--- config.mk ---
export PLATFORM = sky130hd
export DESIGN_NAME = lhbp_queue
export DESIGN_NICKNAME = d
export VERILOG_FILES = /design/src/rtl/lhbp_pkg.sv /design/src/rtl/lhbp_queue.sv
export SDC_FILE = /design/constraint.sdc
export NUM_CORES = 1
export LEC_CHECK = 0
export ABC_CLOCK_PERIOD_IN_PS = 1840
export BUFFER_PORTS_ARGS = -buffer_cell sky130_fd_sc_hd__buf_4
export CORE_MARGIN = 10
export CORE_UTILIZATION = 50
export CTS_CLUSTER_DIAMETER = 120
export CTS_CLUSTER_SIZE = 30
export DETAILED_ROUTE_END_ITERATION = 10
export PLACE_DENSITY = 0.88
export SYNTH_ARGS = -nofsm -noshare
export SYNTH_HDL_FRONTEND = slang
export SYNTH_SLANG_ARGS = --single-unit
--- constraint.sdc ---
create_clock -name clk_i -period 1.84 [get_ports clk_i]
set_input_delay 0.184 -clock clk_i [delete_from_list [all_inputs] [get_ports clk_i]]
set_output_delay 0.184 -clock clk_i [all_outputs]
set_load 0.05 [all_outputs]
--- src/rtl/lhbp_pkg.sv ---
// shared constants, types and codes for the local-history branch predictor
package lhbp_pkg;

  localparam int unsigned HISTORY_ENTRIES = 12281;
  localparam int unsigned HISTORY_BITS    = 4;

  localparam int unsigned ADDR_W = 32;
  localparam int unsigned ROW_W  = (HISTORY_ENTRIES > 1) ? $clog2(HISTORY_ENTRIES) : 1;
  localparam int unsigned REM_W  = $clog2(2 * HISTORY_ENTRIES);

  // counters of one history row sit side by side in one memory word
  localparam int unsigned CTR_W        = 2;
  localparam int unsigned CTRS_PER_ROW = 1 << HISTORY_BITS;
  localparam int unsigned CTR_ROW_W    = CTR_W * CTRS_PER_ROW;

  // floor(2^32 / entries), the quotient estimate is at most one short
  localparam logic [ADDR_W:0] RECIP = (ADDR_W + 1)'((64'd1 << ADDR_W) / HISTORY_ENTRIES);

  localparam logic [CTR_W-1:0] CTR_MAX   = 2'd3;
  localparam logic [CTR_W-1:0] CTR_MIN   = 2'd0;
  localparam logic [CTR_W-1:0] CTR_RESET = 2'd2;

  localparam logic [HISTORY_BITS-1:0] HIST_RESET = '0;
  localparam logic [CTR_ROW_W-1:0]    CTR_ROW_RESET = {CTRS_PER_ROW{CTR_RESET}};

  localparam logic [ROW_W-1:0] ROW_LAST = ROW_W'(HISTORY_ENTRIES - 1);

  localparam int unsigned QUEUE_DEPTH = 2;
  localparam int unsigned QPTR_W      = $clog2(QUEUE_DEPTH);

  typedef enum logic {
    CMD_PREDICT = 1'b0,
    CMD_TRAIN   = 1'b1
  } cmd_e;

  typedef struct packed {
    cmd_e             command;
    logic             resolved_taken;
    logic [ROW_W-1:0] row;
  } work_t;

  typedef struct packed {
    logic init_done;
  } back_status_t;

endpackage

--- src/rtl/lhbp_queue.sv ---
// short fifo between front and back ends
module lhbp_queue (
  input  logic            clk_i,
  input  logic            rst_ni,
  input  lhbp_pkg::work_t push_data_i,
  input  logic            push_valid_i,
  output logic            push_ready_o,
  output lhbp_pkg::work_t pop_data_o,
  output logic            pop_valid_o,
  input  logic            pop_ready_i
);

  lhbp_pkg::work_t                 entries_q [lhbp_pkg::QUEUE_DEPTH];
  logic [lhbp_pkg::QPTR_W-1:0]     wr_ptr_q, wr_ptr_d;
  logic [lhbp_pkg::QPTR_W-1:0]     rd_ptr_q, rd_ptr_d;
  logic [lhbp_pkg::QPTR_W:0]       count_q, count_d;
  logic                            push;
  logic                            pop;

  assign push_ready_o = (count_q != (lhbp_pkg::QPTR_W + 1)'(lhbp_pkg::QUEUE_DEPTH));
  assign pop_valid_o  = (count_q != '0);
  assign push         = push_valid_i && push_ready_o;
  assign pop          = pop_valid_o && pop_ready_i;
  assign pop_data_o   = entries_q[rd_ptr_q];

  assign wr_ptr_d = wr_ptr_q + lhbp_pkg::QPTR_W'(push);
  assign rd_ptr_d = rd_ptr_q + lhbp_pkg::QPTR_W'(pop);
  assign count_d  = count_q + (lhbp_pkg::QPTR_W + 1)'(push) - (lhbp_pkg::QPTR_W + 1)'(pop);

  always_ff @(posedge clk_i or negedge rst_ni) begin
    if (!rst_ni) begin
      wr_ptr_q <= '0;
      rd_ptr_q <= '0;
      count_q  <= '0;
    end else begin
      wr_ptr_q <= wr_ptr_d;
      rd_ptr_q <= rd_ptr_d;
      count_q  <= count_d;
    end
  end

  always_ff @(posedge clk_i) begin
    if (push) begin
      entries_q[wr_ptr_q] <= push_data_i;
    end
  end

endmodule

-- Word level (Yosys, flattened, before mapping)
Memory sizes are Yosys's and may differ from the RTL's.
Cells that the tools add are included.
- register bits: 4
- RAM bits: 32
- output and inout port bits: 18
- memories kept: 1
- $add $sub $neg: 4
- eq/ne operators: 1
- mux-type cells: 2
- reductions and logical operators: 3
- memories (name ; depth ; width ; read ports ; clocked after memory_dff ; write ports ; line ; text):
    entries_q ; 2 ; 16 ; 1 ; 0 ; 1 ; lhbp_queue.sv:13 ; lhbp_pkg::work_t entries_q [lhbp_pkg::QUEUE_DEPTH];
- operator list (kind ; number):
    $add 1x1->1 ; 2
    $add 2x1->2 ; 1
    $logic_and 1x1->1 ; 2
    $mux 1 ; 2
    $ne 2x2->1 const B ; 1
    $reduce_bool 2->1 ; 1
    $sub 2x1->2 ; 1

-- Longest topological paths before layout
Gate-level depths: netlist of run 1.
- depth in word-level cells: 4
- mapped depth: 5

-- Least setup slack after synthesis of run 1
No wires, ideal clock.
- path kind: flip-flop to flip-flop
- from: reg count_q[0] (netlist bit)
- to: mem entries_q[0][0] (netlist bit) (enable)
- setup time: 374 ps
- data arrival time: 1542 ps
- data required time: 1466 ps
- path slack: -76 ps
- cell stages (with the launch flop): 4
- clock period less this slack: 1916 ps
- cell sequence: dfrtp_1 nand2b_1 and2_1 ha_1
- word-level cells in the longest chain between the ends: 4
- ends and longest elaborated chain (element ; line ; text):
    from (decl) ; lhbp_queue.sv:16 ; logic [lhbp_pkg::QPTR_W:0] count_q, count_d;
    from (signal assigned) ; lhbp_queue.sv:38 ; count_q <= count_d;
    $ne 2x2->1 ; lhbp_queue.sv:20 ; assign push_ready_o = (count_q != (lhbp_pkg::QPTR_W + 1)'(lhbp_pkg::QUEUE_DEPTH));
    net push_ready_o ; lhbp_queue.sv:7 ; output logic push_ready_o,
    $logic_and 1x1->1 ; lhbp_queue.sv:22 ; assign push = push_valid_i && push_ready_o;
    $mux 1 ; lhbp_queue.sv:43 ; if (push) begin
    $mux 1 (implied by the code) ; lhbp_queue.sv:44 ; entries_q[wr_ptr_q] <= push_data_i;
    to (decl) ; lhbp_queue.sv:13 ;
The timed path passes the listed nets, and every way through them passes these cells.

==> metrics.md, run 1 <==
| Metric | Value |
|---|---|
| Worst VDD drop | `1.15 mV` |
| Ports placed on the boundary | `38` |
| Final layout net count | `140` |
| Clock transition at the registers of the reported paths | `0.10 ns` |
| Final Non-Filler Cells | `150` |
| Number of global-route vias before repair | `849` |
| Half-perimeter wire length after placement | `1.95 mm` |
| Average cell area after synthesis | `19.0 sq um` |
| Core ar. | `2710 sq um` |
| Source-to-sink clock delay at the later pin of the worst-skew pair | `0.33 ns` |
| Global route total overflow | `0` |
| Number of inserted diodes | `0` |
| Critical path launch point type | `register` |
| Min Clock Period, post-route | `1.61 ns` |
| Transition time at the pin with the least slew margin | `0.694 ns` |
| H-tree depth | `2` |
| Synth top area share | `69.3%` |
| Routed wire length | `2.60 mm` |
| Die outline area | `5280 sq um` |
| Number of buffers on the longest clock path | `2` |
| Cell type with the highest aggregate area in the netlist | `sky130_fd_sc_hd__edfxtp_1` |
| Number of optimization iterations in the first detailed-route pass | `4` |
| Post-detailed-route wirelength per cell | `17.3 um` |
| TritonCTS clock tree | `yes` |
| Total power draw | `3.12 mW` |
| Number of buffers inserted by port buffering | `37` |
| Number of max-capacitance violations reported | `0` |
| Clock net sink count | `36` |
| Die W | `72.7 um` |
| Largest net degree at the start of global routing | `17` |
| Count of nets left with antenna violations after detail routing | `0` |
| Number of synthesized register bits | `36` |
| Utilization after layout | `65.2%` |
| Final Skew | `0.00510 ns` |
| Root buffer selected by CTS | `sky130_fd_sc_hd__clkbuf_4` |
| Headroom to the max-slew limit | `53.7%` |
| Post-synth ARST share | `11.1%` |
| Synth unique cells | `20` |
| Setup_tns | `0 ns` |
| Final number of hold-violating endpoints | `0` |
| Power density relative to cell area | `1770 nW/um^2` |
| Clock buffers created by TritonCTS | `5` |
| Via count | `754` |
| Routability congestion estimate from global placement | `0.650` |
| Layout filler cell count | `208` |
| Number of enable-type register cells in the synthesized netlist | `32` |
| Synth warn | `0` |
| FP Rows | `19` |
| Most common library cell in the layout ignoring fill and taps | `sky130_fd_sc_hd__buf_4` |
| Endpoint class of the critical path | `primary output` |
| Highest attainable clock frequency | `0.622 GHz` |
| Die Y-Extent | `72.7 um` |
| Synthesized net count | `95` |
| Leading cell types by total area after synthesis | `sky130_fd_sc_hd__edfxtp_1 69%, sky130_fd_sc_hd__mux2_2 13%, sky130_fd_sc_hd__dfrtp_1 7.2%` |
| Global-route wire length before repair | `4.10 mm` |
| Combined area of the multi-input logic cells | `307 sq um` |
| Leading cell types in the layout, fill and taps excluded | `39 x sky130_fd_sc_hd__buf_4, 32 x sky130_fd_sc_hd__edfxtp_1, 16 x sky130_fd_sc_hd__mux2_2` |
| Area delta synth->final | `27.5%` |
| # setup viols final | `0` |
| Biggest fanout along the worst timing path | `10` |
| Total instance count after detailed placement | `141` |
| Synthesized instance count | `73` |
| Number of max-slew violations in the final report | `0` |
| Worst min-delay path category | `input port to register` |
| Top flip-flop cell by instance count after synthesis | `sky130_fd_sc_hd__edfxtp_1` |
| Detailed-route DRC error count | `0` |
| Final period util | `87.4%` |
| Outcome | `finished clean` |
| Register cell area after layout | `1060 sq um` |
| Fraction of layout instances using a drive strength above 1 | `54.6%` |
| Required time of the critical path | `1.66 ns` |
| Unrepaired setup endpoints after global routing | `false` |
| Detail-routed via count per cell | `5.03` |
| Initial Util | `51.2%` |
| Post-placement worst setup slack | `0.0856 ns` |
| Share of synthesized area occupied by flip-flops and latches | `76.5%` |
| Worst Path Arrival | `1.42 ns` |
| Category of the most critical setup path | `register to primary output` |
| Leakage power summed over all cells | `0.694 nW` |
| Setup ws final | `0.232 ns` |
| Iteration-0 DRC Markers | `20` |
| Summed instance area of the synthesized netlist | `1390 sq um` |
| Global router's overall resource usage | `10.4%` |
| Initial antenna violation count | `0` |
| Setup bufs post-CTS | `0` |
==> worst max-delay path: stages (launching register included) <==
cell and delay [ns]:
sky130_fd_sc_hd__dfrtp_1 0.36, sky130_fd_sc_hd__buf_4 0.19, sky130_fd_sc_hd__mux2_2 0.36, sky130_fd_sc_hd__buf_4 0.19
==> worst paths after layout <==
path	start	to	slack [ns]	depth (start not counted)
min	push_data_i[3]	entries_q[0][3]$_DFFE_PP_	0.04	1
min reg2reg	count_q[0]$_DFF_PN0_	count_q[0]$_DFF_PN0_	0.64	1
min in group asynchronous	rst_ni	count_q[1]$_DFF_PN0_	0.17	2
max	rd_ptr_q$_DFF_PN0_	pop_data_o[0]	0.23	3
max reg2reg	count_q[0]$_DFF_PN0_	entries_q[1][13]$_DFFE_PP_	0.23	2
max in group asynchronous	rst_ni	rd_ptr_q$_DFF_PN0_	1.56	2
==> what timing repair did <==
item                                    CTS  global route
gates resized for setup                   0             1
hold buffers                              1             0
hold endpoints to repair                  4             0
endpoints found under the setup margin    0            16
==> registers in the layout (all words and copies together), names as in the netlist <==
name	cells
entries_q	32
count_q	2
rd_ptr_q	1
wr_ptr_q	1
==> cell families (layout without fill, tap and decap cells) <==
logic type	count (synthesis)	in the layout	share of synthesized area (%)
DFF	36	36	76.5
muxes	16	16	13.0
and+or+nand+nor	9	9	3.43
AOI/OAI and AO/OA	4	4	2.26
buffers and inverters	4	50	1.71
adders and majority gates	2	2	1.80
xor gates and xnor gates	2	2	1.26
==> cell usage after synthesis (2+ instances only) <==
| library cell | count |
|---|---|
| sky130_fd_sc_hd__inv_1 | 2 |
| sky130_fd_sc_hd__dfrtp_1 | 4 |
| sky130_fd_sc_hd__mux2_2 | 16 |
| sky130_fd_sc_hd__xnor2_1 | 2 |
| sky130_fd_sc_hd__ha_1 | 2 |
| sky130_fd_sc_hd__edfxtp_1 | 32 |
| sky130_fd_sc_hd__nor2_1 | 2 |
==> area by class of cell <==
| class | instances | share of cell area, % |
|---|---|---|
| Tap cell | 31 | 2.19 |
| Clock inverter | 3 | 0.778 |
| Timing Repair Buffer | 40 | 17.1 |
| Inverter | 2 | 0.425 |
| Sequential cell | 36 | 60.0 |
| Multi-Input combinational cell | 33 | 17.3 |
| Clock buffer | 5 | 2.12 |
==> per-layer routing <==
metal	up-vias	global-route usage [%]	share of wire, %
met4	0	4.64	0.89
li1	367	-	-
met1	362	10.3	33
met5	-	0	0
met2	23	16.9	57
met3	2	6.67	8.2
==> stage by stage <==
step | cell area (sq um) | hold WS [ns]
final | 1770 | 0.0365
after CTS | 1770 | 0.0172
after global placement | 1700 | -0.0163
after detailed placement | 1700 | -0.0144
after floorplan | 1390 | -0.112
after global routing | 1770 | 0.00494
==> power breakdown <==
group	switching, mW	total (mW)	internal [mW]
combinational	1.00	1.54	0.535
sequential	0.0787	1.21	1.13
clock	0.239	0.379	0.140
total	1.32	3.12	1.80
Note: power is estimated with default switching activity, not from simulation.
==> run 2, diff against run 1 <==
--- a/config.mk
+++ b/config.mk
@@ -7,8 +7,10 @@
 export LEC_CHECK = 0
 export ABC_CLOCK_PERIOD_IN_PS = 1840
 export BUFFER_PORTS_ARGS = -buffer_cell sky130_fd_sc_hd__buf_4
+export CELL_PAD_IN_SITES_DETAIL_PLACEMENT = 1
+export CELL_PAD_IN_SITES_GLOBAL_PLACEMENT = 2
 export CORE_MARGIN = 10
-export CORE_UTILIZATION = 50
+export CORE_UTILIZATION = 36
 export CTS_CLUSTER_DIAMETER = 120
 export CTS_CLUSTER_SIZE = 30
 export DETAILED_ROUTE_END_ITERATION = 10
==> run 2 against run 1 <==
Against the previous run: sequential cell count stayed put; clock skew decreased by 0.0013 ns; sequential share of layout area down 2.3 points; largest cell class unchanged.
==> metrics.md, run 2 (synthesis gave the netlist of run 1 again) <==
| Metric | Value |
|---|---|
| Setup_tns | `0 ns` |
| Reg2reg start | `count_q[0]$_DFF_PN0_` |
| Number of buffers on the longest clock path | `2` |
| Number of global-route vias before repair | `853` |
| Required time of the critical path | `1.66 ns` |
| Worst Path Arrival | `1.56 ns` |
| Clock net sink count | `36` |
| Category of the most critical setup path | `register to primary output` |
| Half-perimeter wire length after placement | `2.05 mm` |
| Post-placement worst setup slack | `0.0807 ns` |
| Count of nets left with antenna violations after detail routing | `0` |
| Worst setup startpoint | `rd_ptr_q$_DFF_PN0_` |
| Global-route wire length before repair | `4.28 mm` |
| Outcome | `finished clean` |
| Largest net degree at the start of global routing | `17` |
| Final number of hold-violating endpoints | `0` |
| Source-to-sink clock delay at the later pin of the worst-skew pair | `0.28 ns` |
| Final layout net count | `140` |
| Detail-routed via count per cell | `4.67` |
| Fraction of layout instances using a drive strength above 1 | `55.5%` |
| Utilization after layout | `49.8%` |
| Area delta synth->final | `32.6%` |
| Final period util | `95.1%` |
| Detailed-route DRC error count | `0` |
| Headroom to the max-slew limit | `74.2%` |
| Die W | `82.1 um` |
| Via count | `780` |
| Biggest fanout along the worst timing path | `11` |
| Endpoint class of the critical path | `primary output` |
| Worst min-delay path category | `input port to register` |
| Initial antenna violation count | `0` |
| Global route total overflow | `0` |
| Placement Cell Area | `1740 sq um` |
| Clock transition at the registers of the reported paths | `0.07 ns` |
| Number of optimization iterations in the first detailed-route pass | `2` |
| Most common library cell in the layout ignoring fill and taps | `sky130_fd_sc_hd__buf_4` |
| Final Skew | `0.00384 ns` |
| Initial Util | `37.6%` |
| Total power draw | `3.30 mW` |
| Min Clock Period, post-route | `1.75 ns` |
| FP Rows | `22` |
| Global router's overall resource usage | `8.60%` |
| Flip-flop count of the largest register after layout | `32` |
| Combined area of the multi-input logic cells | `307 sq um` |
| Layout filler cell count | `374` |
| Number of buffers inserted by port buffering | `37` |
| Setup ws final | `0.0910 ns` |
| Routed wire length | `2.66 mm` |
| TritonCTS clock tree | `yes` |
| Post-Layout Inst Area | `1840 sq um` |
| Leakage power summed over all cells | `0.715 nW` |
| Register name with the most flops | `entries_q` |
| H-tree depth | `2` |
| Number of inserted diodes | `0` |
| Iteration-0 DRC Markers | `13` |
| Post-detailed-route wirelength per cell | `15.9 um` |
| Power density relative to cell area | `1800 nW/um^2` |
| Ports placed on the boundary | `38` |
| Routability congestion estimate from global placement | `0.699` |
| Transition time at the pin with the least slew margin | `0.387 ns` |
| Number of max-capacitance violations reported | `0` |
| Critical path launch point type | `register` |
| Leading cell types in the layout, fill and taps excluded | `38 x sky130_fd_sc_hd__buf_4, 32 x sky130_fd_sc_hd__edfxtp_1, 16 x sky130_fd_sc_hd__mux2_2` |
| Highest attainable clock frequency | `0.572 GHz` |
| Worst hold path startpoint | `push_data_i[13]` |
| Unrepaired setup endpoints after global routing | `false` |
| Die Y-Extent | `82.1 um` |
| Clock buffers created by TritonCTS | `5` |
| Core ar. | `3690 sq um` |
| Root buffer selected by CTS | `sky130_fd_sc_hd__clkbuf_8` |
| Register cell area after layout | `1060 sq um` |
| # setup viols final | `0` |
| Worst VDD drop | `0.618 mV` |
| Number of max-slew violations in the final report | `0` |
| Die outline area | `6730 sq um` |
| Largest registers ranked by flip-flop count | `entries_q x32, count_q x2` |
[run 2: cell counts in the layout (fill, tap and decap cells not counted)]
No cell type changed its count.
[run 2: per-layer routing]
| layer | vias up | global-route usage, % | routed length, um |
|---|---|---|---|
| li1 | 365 | - | - |
| met1 | 381 | 8.76 | 1020 |
| met2 | 30 | 13.3 | 1240 |
| met3 | 4 | 5.90 | 356 |
| met4 | 0 | 4.08 | 40 |
| met5 | - | 0 | 0 |
[run 2: worst paths after layout]
kind                                         endpoint  slack (ns)  cells after the start
setup / recovery                       pop_data_o[11]        0.09                      3
hold / removal             entries_q[0][13]$_DFFE_PP_        0.08                      1
setup reg to reg            entries_q[0][0]$_DFFE_PP_        0.32                      3
hold reg to reg                    wr_ptr_q$_DFF_PN0_        0.65                      3
max in group asynchronous          wr_ptr_q$_DFF_PN0_        1.51                      2
min in group asynchronous        count_q[0]$_DFF_PN0_        0.22                      2
[run 2: layout make-up]
class	count	share of cell area [%]
Inverter	2	0.408
Clock inverter	3	1.02
Sequential cell	36	57.7
Tap cell	48	3.27
Timing Repair Buffer	40	17.2
Clock buffer	5	3.74
Multi-Input combinational cell	33	16.7
[run 2: timing repair]
action | CTS | global route
endpoints found under the setup margin | 0 | 16
buffers inserted | 0 | 0
endpoints found under the hold margin | 4 | 0
gates resized for setup | 0 | 1
hold buffers | 1 | 0
[run 2: where the power goes]
group          internal, mW  total [mW]  leakage [nW]  switching [mW]
Sequential             1.13        1.24         0.345           0.107
Clock                 0.263       0.521        0.0479           0.258
Combinational         0.559        1.55         0.322           0.987
[run 2: worst max-delay path, cell delays in order, from the launching register on]
cell	delay (ns)
sky130_fd_sc_hd__dfrtp_1	0.55
sky130_fd_sc_hd__buf_12	0.19
sky130_fd_sc_hd__mux2_2	0.35
sky130_fd_sc_hd__buf_4	0.20
[run 2: metrics by stage]
step	cells	hold WS, ns
4_1_cts	167	0.0722
5_1_grt	167	0.0721
6_report	167	0.0843
3_5_place_dp	158	-0.0150
2_1_floorplan	73	-0.112
3_3_place_gp	158	-0.0172
