===== src/rtl/lhbp_pkg.sv =====
// shared constants, types and codes for the local-history branch predictor
package lhbp_pkg;

  localparam int unsigned HISTORY_ENTRIES = 12281;
  localparam int unsigned HISTORY_BITS    = 4;

  localparam int unsigned ADDR_W = 32;
  localparam int unsigned ROW_W  = (HISTORY_ENTRIES > 1) ? $clog2(HISTORY_ENTRIES) : 1;
  localparam int unsigned REM_W  = $clog2(2 * HISTORY_ENTRIES);

  // counters of one history row sit side by side in one memory word
  localparam int unsigned CTR_W        = 2;
  localparam int unsigned CTRS_PER_ROW = 1 << HISTORY_BITS;
  localparam int unsigned CTR_ROW_W    = CTR_W * CTRS_PER_ROW;

  // floor(2^32 / entries), the quotient estimate is at most one short
  localparam logic [ADDR_W:0] RECIP = (ADDR_W + 1)'((64'd1 << ADDR_W) / HISTORY_ENTRIES);

  localparam logic [CTR_W-1:0] CTR_MAX   = 2'd3;
  localparam logic [CTR_W-1:0] CTR_MIN   = 2'd0;
  localparam logic [CTR_W-1:0] CTR_RESET = 2'd2;

  localparam logic [HISTORY_BITS-1:0] HIST_RESET = '0;
  localparam logic [CTR_ROW_W-1:0]    CTR_ROW_RESET = {CTRS_PER_ROW{CTR_RESET}};

  localparam logic [ROW_W-1:0] ROW_LAST = ROW_W'(HISTORY_ENTRIES - 1);

  localparam int unsigned QUEUE_DEPTH = 2;
  localparam int unsigned QPTR_W      = $clog2(QUEUE_DEPTH);

  typedef enum logic {
    CMD_PREDICT = 1'b0,
    CMD_TRAIN   = 1'b1
  } cmd_e;

  typedef struct packed {
    cmd_e             command;
    logic             resolved_taken;
    logic [ROW_W-1:0] row;
  } work_t;

  typedef struct packed {
    logic init_done;
  } back_status_t;

endpackage


===== src/rtl/lhbp_if.sv =====
// handshake channels for predictor requests and responses
interface lhbp_req_if;
  logic                        valid;
  logic                        ready;
  logic                        command;
  logic [lhbp_pkg::ADDR_W-1:0] branch_address;
  logic                        resolved_taken;

  modport source (output valid, output command, output branch_address,
                  output resolved_taken, input ready);
  modport sink   (input valid, input command, input branch_address,
                  input resolved_taken, output ready);
endinterface



===== src/rtl/lhbp_front.sv =====
// front end: accepts requests and reduces the address to a history row
module lhbp_front (
  input  logic                   clk_i,
  input  logic                   rst_ni,
  lhbp_req_if.sink               req_i,
  input  lhbp_pkg::back_status_t status_i,
  output lhbp_pkg::work_t        work_o,
  output logic                   work_valid_o,
  input  logic                   work_ready_i
);

  logic                        adv;
  logic                        accept;
  logic [63:0]                 prod;
  logic [63:0]                 qd;

  logic                        s1_valid_q, s1_valid_d;
  logic                        s1_cmd_q;
  logic                        s1_taken_q;
  logic [lhbp_pkg::ADDR_W-1:0] s1_addr_q;
  logic [lhbp_pkg::ADDR_W-1:0] s1_quot_q;

  logic                        s2_valid_q, s2_valid_d;
  logic                        s2_cmd_q;
  logic                        s2_taken_q;
  logic [lhbp_pkg::REM_W-1:0]  s2_rem_q, s2_rem_d;
  logic [lhbp_pkg::REM_W-1:0]  rem_fix;

  assign adv         = !s2_valid_q || work_ready_i;
  assign req_i.ready = adv && status_i.init_done;
  assign accept      = req_i.valid && req_i.ready;

  // quotient estimate by reciprocal multiply
  assign prod = 64'(req_i.branch_address) * 64'(lhbp_pkg::RECIP);

  // remainder before correction, known to be below twice the entry count
  assign qd       = 64'(s1_quot_q) * 64'(lhbp_pkg::HISTORY_ENTRIES);
  assign s2_rem_d = s1_addr_q[lhbp_pkg::REM_W-1:0] - qd[lhbp_pkg::REM_W-1:0];

  assign s1_valid_d = accept;
  assign s2_valid_d = s1_valid_q;

  always_ff @(posedge clk_i or negedge rst_ni) begin
    if (!rst_ni) begin
      s1_valid_q <= 1'b0;
      s2_valid_q <= 1'b0;
    end else if (adv) begin
      s1_valid_q <= s1_valid_d;
      s2_valid_q <= s2_valid_d;
    end
  end

  always_ff @(posedge clk_i) begin
    if (adv) begin
      s1_cmd_q   <= req_i.command;
      s1_taken_q <= req_i.resolved_taken;
      s1_addr_q  <= req_i.branch_address;
      s1_quot_q  <= prod[63:32];
      s2_cmd_q   <= s1_cmd_q;
      s2_taken_q <= s1_taken_q;
      s2_rem_q   <= s2_rem_d;
    end
  end

  assign rem_fix = (s2_rem_q >= lhbp_pkg::REM_W'(lhbp_pkg::HISTORY_ENTRIES)) ?
                   s2_rem_q - lhbp_pkg::REM_W'(lhbp_pkg::HISTORY_ENTRIES) : s2_rem_q;

  assign work_valid_o          = s2_valid_q;
  assign work_o.command        = lhbp_pkg::cmd_e'(s2_cmd_q);
  assign work_o.resolved_taken = s2_taken_q;
  assign work_o.row            = rem_fix[lhbp_pkg::ROW_W-1:0];

endmodule


===== src/flat_wrapper.sv =====
// flat-port wrapper written by rule: the top's interface ports become plain ports
module lhbp_front_flat 
  (clk_i, rst_ni, status_i, work_o, work_valid_o, work_ready_i, req_i_valid, req_i_command, req_i_branch_address, req_i_resolved_taken, req_i_ready);
  lhbp_req_if req_i_i ();
  input  logic clk_i;
  input  logic rst_ni;
  input  lhbp_pkg::back_status_t status_i;
  output lhbp_pkg::work_t work_o;
  output logic work_valid_o;
  input  logic work_ready_i;
  input wire logic [$bits(req_i_i.valid)-1:0] req_i_valid;
  input wire logic [$bits(req_i_i.command)-1:0] req_i_command;
  input wire logic [$bits(req_i_i.branch_address)-1:0] req_i_branch_address;
  input wire logic [$bits(req_i_i.resolved_taken)-1:0] req_i_resolved_taken;
  output wire logic [$bits(req_i_i.ready)-1:0] req_i_ready;
  assign req_i_i.valid = req_i_valid;
  assign req_i_i.command = req_i_command;
  assign req_i_i.branch_address = req_i_branch_address;
  assign req_i_i.resolved_taken = req_i_resolved_taken;
  assign req_i_ready = req_i_i.ready;
  lhbp_front u_core (.clk_i(clk_i), .rst_ni(rst_ni), .req_i(req_i_i), .status_i(status_i), .work_o(work_o), .work_valid_o(work_valid_o), .work_ready_i(work_ready_i));
endmodule

===== config.mk =====
export PLATFORM = sky130hd
export DESIGN_NAME = lhbp_front_flat
export DESIGN_NICKNAME = d
export VERILOG_FILES = /design/src/rtl/lhbp_pkg.sv /design/src/rtl/lhbp_if.sv /design/src/rtl/lhbp_front.sv /design/src/flat_wrapper.sv
export SDC_FILE = /design/constraint.sdc
export NUM_CORES = 1
export LEC_CHECK = 0
export BUFFER_PORTS_ARGS = -buffer_cell sky130_fd_sc_hd__buf_2
export CORE_MARGIN = 3
export CORE_UTILIZATION = 40
export DETAILED_ROUTE_END_ITERATION = 16
export SLEW_MARGIN = 40
export SYNTH_ARGS = -nofsm -noshare
export SYNTH_HDL_FRONTEND = slang
export SYNTH_SLANG_ARGS = --single-unit

===== constraint.sdc =====
create_clock -name clk_i -period 10.4 [get_ports clk_i]
set_input_delay 1.04 -clock clk_i [delete_from_list [all_inputs] [get_ports clk_i]]
set_output_delay 1.04 -clock clk_i [all_outputs]
set_load 0.01 [all_outputs]

# Yosys cells after proc, flatten, opt, wreduce, memory -nomap -nowiden
# Cells that the tools add are included.
[totals]
mem_count = 0
rom_bits = 0
ram_bits = 0
latch_bits = 0
wordCells = 19
register_bits = 55
inputBits = 39
[classes]
n_mul = 2
n_eq_ne = 0
n_bitwise = 0
div = 0
add_sub_neg = 2
n_reduce_logical = 4
n_mux = 1
n_shift = 0
magnitude_cmp = 1
[ops]
columns = ["operator", "n"]
rows = [
  ["$mul A32 B17 Y49 const B", 1],
  ["$mul A19 B14 Y15 const B", 1],
  ["$ge A15 B14 Y1 const B", 1],
  ["$sub A15 B15 Y15", 1],
  ["$mux W14", 1],
  ["$sub A14 B14 Y14 const B", 1],
  ["$logic_and A1 B1 Y1", 2],
  ["$logic_not A1 Y1", 1],
  ["$logic_or A1 B1 Y1", 1],
]

# Depth between registers and ports, before layout
# Gate-level depths: netlist of the first run.
[depth]
depth_word = 4
ltp_mapped = 21

# Least setup slack after synthesis of the first run
# No wires, ideal clock.
[synth_timing]
path_kind = "input-to-reg"
startpoint = "input port req_i_branch_address[4]"
endpoint = "register u_core.s1_quot_q[14] (netlist bit), data pin"
path_stages = 20
path_buffers = 0
setup_ps = 150
path_slack_ps = 4318
arrival_ps = 5932
cell_sequence = "ha_1 inv_1 fa_1 fa_1 inv_1 fa_1 fa_1 inv_1 fa_1 inv_1 ha_1 a21oi_1 o21ai_0 nor3_1 o311ai_1 o21a_1 a41o_1 a211o_1 a2111o_1 o211ai_2"
[synth_between]
elab_chain_cells = 1
[synth_rtl]
columns = ["item", "line", "source"]
rows = [
  ["from (decl)", "flat_wrapper.sv:13", "input wire logic [$bits(req_i_i.branch_address)-1:0] req_i_branch_address;"],
  ["$mul A32 B17 Y49", "lhbp_front.sv:34", "assign prod = 64'(req_i.branch_address) * 64'(lhbp_pkg::RECIP);"],
  ["named net u_core.prod[46]", "lhbp_front.sv:14", "logic [63:0] prod;"],
  ["to (signal assigned)", "lhbp_front.sv:58", "s1_quot_q <= prod[63:32];"],
  ["to (decl)", "lhbp_front.sv:21", "logic [lhbp_pkg::ADDR_W-1:0] s1_quot_q;"],
]
# The timed path passes the listed nets, and every way through them passes these cells.
# A chain may end at the register's enable or synchronous reset.

# Worst setup path after layout of the first run
[layout_timing]
startpoint = "input port req_i_branch_address[1]"
endpoint = "register u_core.s1_quot_q[14] (netlist bit), data pin"
# The elaborated chain is that of the path after synthesis.

==> impl_metrics.csv, run 1 <==
group,metric,value,unit
route,wl,26300,um
die,boundaryPins,57,
die,rows,66,
clock_tree,cts_tree,"built",
clock_tree,ctsResizeCount,0,
place,port_buffers,56,
route,dr.pass1.iters,4,
synthesis,ys_seq_area_frac,0.113,
global_routing,grt_util_met1,0.202,
die,fp.dieW,189,um
route,route.detailed.drc,0,
critical_path,r2r_end,"u_core.s2_rem_q[13]",
synthesis,async_reset_ff_frac,0.0392,
route,wl_per_cell,14.5,um
critical_path,crit_type,"in -> reg",
sta,worst_pin_slew,674,ps
clock_tree,ctsHoldBuffers,0,
clock_tree,clock_latency,310,ps
cells_and_area,fin_nets,1937,
place,hpwlAfterDp,23600,um
clock_tree,htreeDepth,2,
critical_path,r2r_slack,4770,ps
job,drv_cap,0,
cells_and_area,drive_gt1_frac,0.0545,
synthesis,synth.avg_cell_area,10.2,um2
critical_path,worstPathMaxFanout,9,
die,core_area,32800,um2
clock_tree,root_buffer,"clkbuf_16",
global_routing,grt.total_usage,0.157,
status,outcome,"completed",
critical_path,crit_required,10560,ps
global_routing,grt_pass1_wl,45400,um
global_routing,met2_usage,0.291,
sta,period_needed,6300,ps
clock_tree,numCtsBuffers,5,
global_routing,grt_pass1_vias,9285,
die,die_area,35800,um2
sta,maxSlewViolCount,0,
place,gp_congestion,0.868,
sta,slew_headroom,0.550,
sta,setup_violations,0,
synthesis,synth.cell_area,13400,um2
route,drt_iter0_drc,230,
synthesis,synth_nets,1876,
global_routing,gr-total-overflow,0,
cells_and_area,multi_input_area,10100,um2
sta,rsz0062_at_grt,"no",
sta,setup_tns,0,ps
critical_path,r2r_start,"u_core.s1_quot_q[0]",
hold_path,hold_path_end,"u_core.s2_taken_q",
cells_and_area,layout_common_cells,"inv_1, ha_1, fa_1, buf_2",
critical_path,start_kind,"input port",
sta,max_freq,159,MHz
hold_path,hold_depth,0,
synthesis,ys_ff_latch,51,
route,drtAntennaViolNets,0,
sta,fin_crit_sh,0.605,
synthesis,synth_ff_type,"edfxtp_1",
synthesis,syn_inst,1314,
synthesis,ys_types,52,
sta,finalHoldViolCount,0,
hold_path,hold_path_class,"reg -> reg",
die,fp.dieH,189,um
synthesis,ys_warn_count,0,
clock_tree,clock_sinks,51,
cells_and_area,regArea,1520,um2
cells_and_area,num-fill-cells,3215,
synthesis,synth_edf_count,49,
global_routing,busiest_layer,"met2",
cells_and_area,n_antenna_cell,0,
clock_tree,cts.clk_slew.worst_paths,70,ps
cells_and_area,final_common_cell,"inv_1",
critical_path,worstRegToRegCells,19,
route,avgViaCountPerCell,4.56,
hold_path,hp-start,"u_core.s1_taken_q",
critical_path,endpoint_kind,"flip-flop",
global_routing,use_met3,0.0144,
clock_tree,post_cts_buffers,0,
sta,fin_skew,15.9,ps
cells_and_area,synthToLayoutAreaGrowth,7.27,%
route,vias,8285,
clock_tree,clockBufferDepth,2,
die,start_util,0.409,
critical_path,cp.arrival,6460,ps
global_routing,antenna_found_initial,0,
global_routing,grt_max_degree,54,
## area by class of cell
class                   instances  share of cell area
flip-flops and latches         51               0.106
inverters                     470               0.123
multi-input cells             790               0.703
repair buffers                 57              0.0200
clock inverters                 3             0.00183
clock buffers                   5             0.00869
well taps                     442              0.0384
## critical path, cell delays in order
cell,delay [ps]
buf_2,170
ha_1,390
fa_1,450
ha_1,330
a21o_1,200
fa_1,480
fa_1,540
inv_1,50
fa_1,570
inv_1,50
ha_1,320
a21oi_1,150
o21ai_0,90
nor3_1,140
o311ai_1,120
o21a_1,240
a41o_1,310
a211o_1,310
a2111o_1,380
o211ai_2,70
## kinds of logic (layout without fill, tap and decap cells)
kind of cell | Yosys count | after routing | synth area share
AOI/OAI and AO/OA | 94 | 94 | 0.0486
and+or+nand+nor | 105 | 105 | 0.0389
buffers and inverters | 473 | 535 | 0.133
DFF | 51 | 51 | 0.113
adders and majority gates | 523 | 523 | 0.622
xor gates and xnor gates | 68 | 68 | 0.0444
## how the worst max path moves through the flow
stage | start | endpoint | slack [ps] | cells after the start
floorplan | req_i_branch_address[4] | u_core.s1_quot_q[14] | 4320 | 20
global placement | req_i_branch_address[1] | u_core.s1_quot_q[14] | 3830 | 20
detailed placement | req_i_branch_address[1] | u_core.s1_quot_q[14] | 3770 | 20
CTS | req_i_branch_address[1] | u_core.s1_quot_q[14] | 4090 | 20
global route | req_i_branch_address[5] | u_core.s1_quot_q[14] | 3730 | 21
finish | req_i_branch_address[1] | u_core.s1_quot_q[14] | 4100 | 20
## sequential cells by signal, summed over array words and instances (netlist names)
register,cells
u_core.s1_addr_q,15
u_core.s1_cmd_q,1
u_core.s1_quot_q,15
u_core.s1_taken_q,1
u_core.s1_valid_q,1
u_core.s2_cmd_q,1
u_core.s2_rem_q,15
u_core.s2_taken_q,1
u_core.work_valid_o,1
## synth_stat cells (all sizes together) (2+ instances only)
| library cell | number | share of area |
|---|---|---|
| a31oi | 5 | 0.0023 |
| o21bai | 2 | 0.0011 |
| nand3b | 2 | 0.0011 |
| o21a | 3 | 0.0017 |
| a211oi | 7 | 0.0054 |
| a41o | 2 | 0.0015 |
| a21o | 15 | 0.0084 |
| nand2 | 18 | 0.0050 |
| a2111oi | 2 | 0.0014 |
| nand3 | 9 | 0.0034 |
| nor3 | 14 | 0.0056 |
| xnor2 | 49 | 0.032 |
| o21ai | 18 | 0.0067 |
| dfrtp | 2 | 0.0037 |
| inv | 470 | 0.13 |
| fa | 240 | 0.36 |
| nand2b | 8 | 0.0037 |
| edfxtp | 49 | 0.11 |
| ha | 283 | 0.26 |
| and3 | 4 | 0.0019 |
| nor2 | 31 | 0.0087 |
| or2 | 2 | 0.00093 |
| and4 | 2 | 0.0013 |
| xor2 | 19 | 0.012 |
| a211o | 3 | 0.0020 |
| nor2b | 5 | 0.0023 |
| a21boi | 4 | 0.0022 |
| or3 | 2 | 0.00093 |
| and2 | 3 | 0.0014 |
| o211ai | 2 | 0.0015 |
| buf | 2 | 0.0011 |
| nand4 | 2 | 0.00093 |
| a21oi | 21 | 0.0078 |
## per-layer routing
| metal | up-vias | routed length [um] | part of all wire |
|---|---|---|---|
| met5 | - | 0 | 0 |
| met4 | 0 | 381 | 0.014 |
| met3 | 18 | 690 | 0.026 |
| met2 | 100 | 13300 | 0.50 |
| met1 | 4066 | 12000 | 0.46 |
| li1 | 4101 | - | - |
## metrics by stage
| step | instances | cell area, um2 | setup slack [ps] | hold WS, ps | utilization |
|---|---|---|---|---|---|
| floorplan | 1314 | 13400 | 4320 | 400 | - |
| global placement | 1810 | 14200 | 3830 | 411 | 0.434 |
| detailed placement | 1810 | 14200 | 3770 | 410 | 0.434 |
| CTS | 1818 | 14400 | 4090 | 428 | 0.439 |
| global route | 1818 | 14400 | 3730 | 446 | 0.439 |
| finish | 1818 | 14400 | 4100 | 424 | 0.439 |
Power of run 1 is left out: the tool's default activity adds up to more than one toggle a clock period on the data nets, which glitch-free logic cannot reach.
==> run 2, diff against run 1 <==
clock period = 6.2 ns   (was 10.4 ns; I/O delays follow)
==> impl_metrics.csv, run 2 (same netlist as run 1, synthesis figures left out) <==
group,metric,value,unit
status,outcome,"completed",
route,wl,26300,um
clock_tree,ctsResizeCount,0,
critical_path,cp.arrival,5940,ps
global_routing,grt_pass1_wl,45400,um
route,dr.pass1.iters,4,
sta,max_freq,173,MHz
die,start_util,0.409,
clock_tree,numCtsBuffers,5,
place,port_buffers,56,
clock_tree,ctsHoldBuffers,0,
sta,worst_pin_slew,671,ps
clock_tree,cts.clk_slew.worst_paths,60,ps
global_routing,antenna_found_initial,0,
clock_tree,clockBufferDepth,2,
cells_and_area,drive_gt1_frac,0.0659,
die,fp.dieH,189,um
critical_path,crit_required,6350,ps
die,core_area,32800,um2
critical_path,r2r_slack,770,ps
sta,slew_headroom,0.547,
sta,setup_violations,0,
route,route.detailed.drc,0,
route,avgViaCountPerCell,4.57,
global_routing,grt_pass1_vias,9339,
place,hpwlAfterDp,24100,um
critical_path,worstRegToRegCells,19,
job,drv_cap,0,
global_routing,grt_max_degree,54,
clock_tree,clock_latency,300,ps
sta,finalHoldViolCount,0,
cells_and_area,synthToLayoutAreaGrowth,8.23,%
clock_tree,cts_tree,"built",
critical_path,crit_type,"in -> reg",
route,vias,8391,
critical_path,worstPathMaxFanout,5,
cells_and_area,fin_nets,1956,
cells_and_area,reg.largest.list,"u_core.s1_addr_q (15), u_core.s1_quot_q (15), u_core.s2_rem_q (15)",
die,die_area,35800,um2
cells_and_area,num-fill-cells,3223,
die,fp.dieW,189,um
global_routing,grt.total_usage,0.158,
critical_path,start_kind,"input port",
sta,period_needed,5780,ps
hold_path,hold_path_class,"in -> async",
critical_path,r2r_start,"u_core.s1_quot_q[0]",
sta,maxSlewViolCount,0,
sta,setup_tns,0,ps
clock_tree,htreeDepth,2,
route,wl_per_cell,14.3,um
sta,rsz0062_at_grt,"no",
cells_and_area,final_common_cell,"inv_1",
die,boundaryPins,57,
place,gp_congestion,0.855,
sta,fin_crit_sh,0.933,
route,drtAntennaViolNets,0,
clock_tree,clock_sinks,51,
route,drt_iter0_drc,212,
clock_tree,root_buffer,"clkbuf_16",
sta,fin_skew,4.13,ps
clock_tree,post_cts_buffers,0,
die,rows,66,
global_routing,gr-total-overflow,0,
critical_path,endpoint_kind,"flip-flop",
critical_path,r2r_end,"u_core.s2_rem_q[13]",
cells_and_area,n_antenna_cell,0,
cells_and_area,layout_common_cells,"inv_1, ha_1, fa_1, buf_2",
==> run 2: changes by cell type in the layout (fill, tap and decap cells not counted), sizes merged <==
cell	change
clkbuf	+2
buf	+19
inv	-2
==> run 2: how the worst max path moves through the flow <==
stage / start / end / depth (start not counted)
global placement: req_i_branch_address[4] / u_core.s1_quot_q[14] / 21
CTS: req_i_branch_address[4] / u_core.s1_quot_q[14] / 21
global route: req_i_branch_address[4] / u_core.s1_quot_q[14] / 21
floorplan: req_i_branch_address[4] / u_core.s1_quot_q[14] / 20
detailed placement: req_i_branch_address[14] / u_core.s1_quot_q[14] / 19
finish: req_i_branch_address[4] / u_core.s1_quot_q[14] / 21
==> run 2: layout make-up <==
type | count | area [um2] | share of cell area
clock inverters | 1 | 5.00 | 0.000345
inverters | 470 | 1760 | 0.121
well taps | 442 | 553 | 0.0381
flip-flops and latches | 51 | 1520 | 0.105
repair buffers | 76 | 430 | 0.0296
clock buffers | 7 | 133 | 0.00913
multi-input cells | 790 | 10100 | 0.697
==> run 2: worst max-delay path: stages <==
cell,delay (ps)
buf_2,120
ha_1,320
inv_1,90
fa_1,450
fa_1,520
inv_1,50
fa_1,460
fa_1,550
inv_1,60
fa_1,540
inv_1,50
ha_1,330
a21oi_1,120
o21ai_0,80
nor3_1,160
o311ai_1,130
o21a_1,220
a41o_1,300
a211o_1,310
a2111o_1,380
o211ai_2,80
==> run 2: metal layers <==
| metal | global-route usage | share of wire |
|---|---|---|
| met3 | 0.0146 | 0.025 |
| met1 | 0.198 | 0.44 |
| met2 | 0.297 | 0.52 |
| met4 | 0.0344 | 0.019 |
| met5 | 0 | 0 |
==> run 2: metrics by stage <==
| stage | instances | utilization | setup slack (ps) | cell area [um2] | hold slack (ps) |
|---|---|---|---|---|---|
| after CTS | 1837 | 0.443 | 415 | 14500 | 84.9 |
| after global placement | 1829 | 0.439 | 125 | 14400 | 406 |
| after floorplan | 1314 | - | 538 | 13400 | 324 |
| after global routing | 1837 | 0.443 | 126 | 14500 | 89.4 |
| after detailed placement | 1829 | 0.439 | 92.6 | 14400 | 407 |
| final | 1837 | 0.443 | 416 | 14500 | 94.1 |
Power of run 2 is left out for the same reason.
==> run 3, diff against run 2 <==
CORE_UTILIZATION = 32   (was 40)
==> impl_metrics.csv, run 3 (same netlist as run 1, synthesis figures left out) <==
group,metric,value,unit
status,outcome,"completed",
cells_and_area,n_antenna_cell,0,
clock_tree,clockBufferDepth,2,
hold_path,hold_path_class,"in -> async",
critical_path,crit_type,"in -> reg",
route,wl_per_cell,13.9,um
global_routing,antenna_found_initial,0,
route,drtAntennaViolNets,0,
route,drt_iter0_drc,254,
die,core_area,41100,um2
critical_path,slowest_stage,"fa_1",
global_routing,grt.total_usage,0.131,
global_routing,grt_pass1_wl,46800,um
sta,maxSlewViolCount,0,
global_routing,grt_max_degree,54,
critical_path,cp.arrival,5910,ps
sta,rsz0062_at_grt,"no",
global_routing,gr-total-overflow,0,
sta,fin_hold_ws,99.8,ps
clock_tree,clock_latency,300,ps
die,rows,74,
cells_and_area,num-fill-cells,4189,
clock_tree,cts.clk_slew.worst_paths,60,ps
sta,max_freq,173,MHz
sta,fin_skew,6.89,ps
critical_path,crit_required,6340,ps
clock_tree,cts_tree,"built",
sta,setup_violations,0,
sta,setup_tns,0,ps
die,fp.dieH,211,um
route,dr.pass1.iters,4,
sta,period_needed,5770,ps
sta,worst_pin_slew,644,ps
job,drv_cap,0,
cells_and_area,drive_gt1_frac,0.0666,
die,start_util,0.326,
critical_path,start_kind,"input port",
global_routing,grt_pass1_vias,9403,
cells_and_area,reg.largest.list,"u_core.s1_addr_q (15), u_core.s1_quot_q (15), u_core.s2_rem_q (15)",
clock_tree,ctsResizeCount,0,
critical_path,endpoint_kind,"flip-flop",
cells_and_area,fin_nets,1957,
cells_and_area,synthToLayoutAreaGrowth,9.31,%
die,boundaryPins,57,
route,vias,8337,
route,route.detailed.drc,0,
die,die_area,44400,um2
clock_tree,post_cts_buffers,0,
route,avgViaCountPerCell,4.32,
place,dp_slack,119,ps
die,fp.dieW,211,um
place,gp_congestion,0.864,
clock_tree,numCtsBuffers,5,
clock_tree,htreeDepth,2,
sta,slew_headroom,0.571,
sta,fin_ws,435,ps
cells_and_area,final_common_cell,"inv_1",
clock_tree,root_buffer,"clkbuf_16",
route,wl,26900,um
cells_and_area,layout_common_cells,"inv_1, ha_1, fa_1, buf_2",
critical_path,worstPathMaxFanout,4,
place,hpwlAfterDp,24700,um
sta,finalHoldViolCount,0,
critical_path,cp_cell_sequence,"buf_2 -> ha_1 -> inv_1 -> fa_1 -> fa_1 -> inv_1 -> fa_1 -> fa_1 -> inv_1 -> fa_1 -> inv_1 -> ha_1 -> a21oi_1 -> o21ai_0 -> nor3_1 -> o311ai_1 -> o21a_1 -> a41o_1 -> a211o_1 -> a2111o_1 -> o211ai_2",
clock_tree,ctsHoldBuffers,0,
critical_path,cp_slowest_stage_delay,550,ps
critical_path,crit_top_cell,"fa_1",
sta,fin_crit_sh,0.930,
clock_tree,clock_sinks,51,
place,port_buffers,56,
## run 3: cell count changes in the layout (fill, tap and decap cells not counted), sizes merged
| cell | change |
|---|---|
| buf | +1 |
| bufinv | +1 |
| clkinv | -1 |
## run 3: path summary, 6_finish.rpt
kind | start | to | slack (ps) | cells after the start
setup / recovery | req_i_branch_address[4] | u_core.s1_quot_q[14] | 430 | 21
hold / removal | rst_ni | u_core.work_valid_o | 100 | 1
setup reg to reg | u_core.s1_quot_q[0] | u_core.s2_rem_q[13] | 760 | 19
hold reg to reg | u_core.s1_taken_q | u_core.s2_taken_q | 430 | 0
max in group asynchronous | rst_ni | u_core.s1_valid_q | 6000 | 1
min in group clk_i | u_core.s1_taken_q | u_core.s2_taken_q | 430 | 0
## run 3: through the flow
stage | util | cell area (um2) | cells
after floorplan | - | 13400 | 1314
after global placement | 0.353 | 14500 | 1920
after detailed placement | 0.353 | 14500 | 1920
after CTS | 0.357 | 14700 | 1928
after global routing | 0.357 | 14700 | 1928
final | 0.357 | 14700 | 1928
## run 3: critical path: cells and delay by family
family	cells	cell delay (ps)
AND/OR/NAND/NOR	1	170
buffers and inverters	5	350
AO/OA/AOI/OAI	8	1620
adder cells (fa/ha/maj)	7	3140
## run 3: final cells by class
type                    instances  area (um2)  area share
clock buffers                   7         133     0.00904
well taps                     532         666      0.0454
repair buffers                 77         438      0.0299
inverters                     470        1760       0.120
clock inverters                 1        30.0     0.00205
flip-flops and latches         51        1520       0.104
multi-input cells             790       10100       0.690
## run 3: routing by layer
metal  GRT usage  up-vias  routed length (um)
li1            -     4149                   -
met1       0.176     4072               12500
met2       0.235       89               13500
met3     0.00951       27                 511
met4      0.0275        0                 408
met5           0        -                   0
Power of run 3 is left out for the same reason.
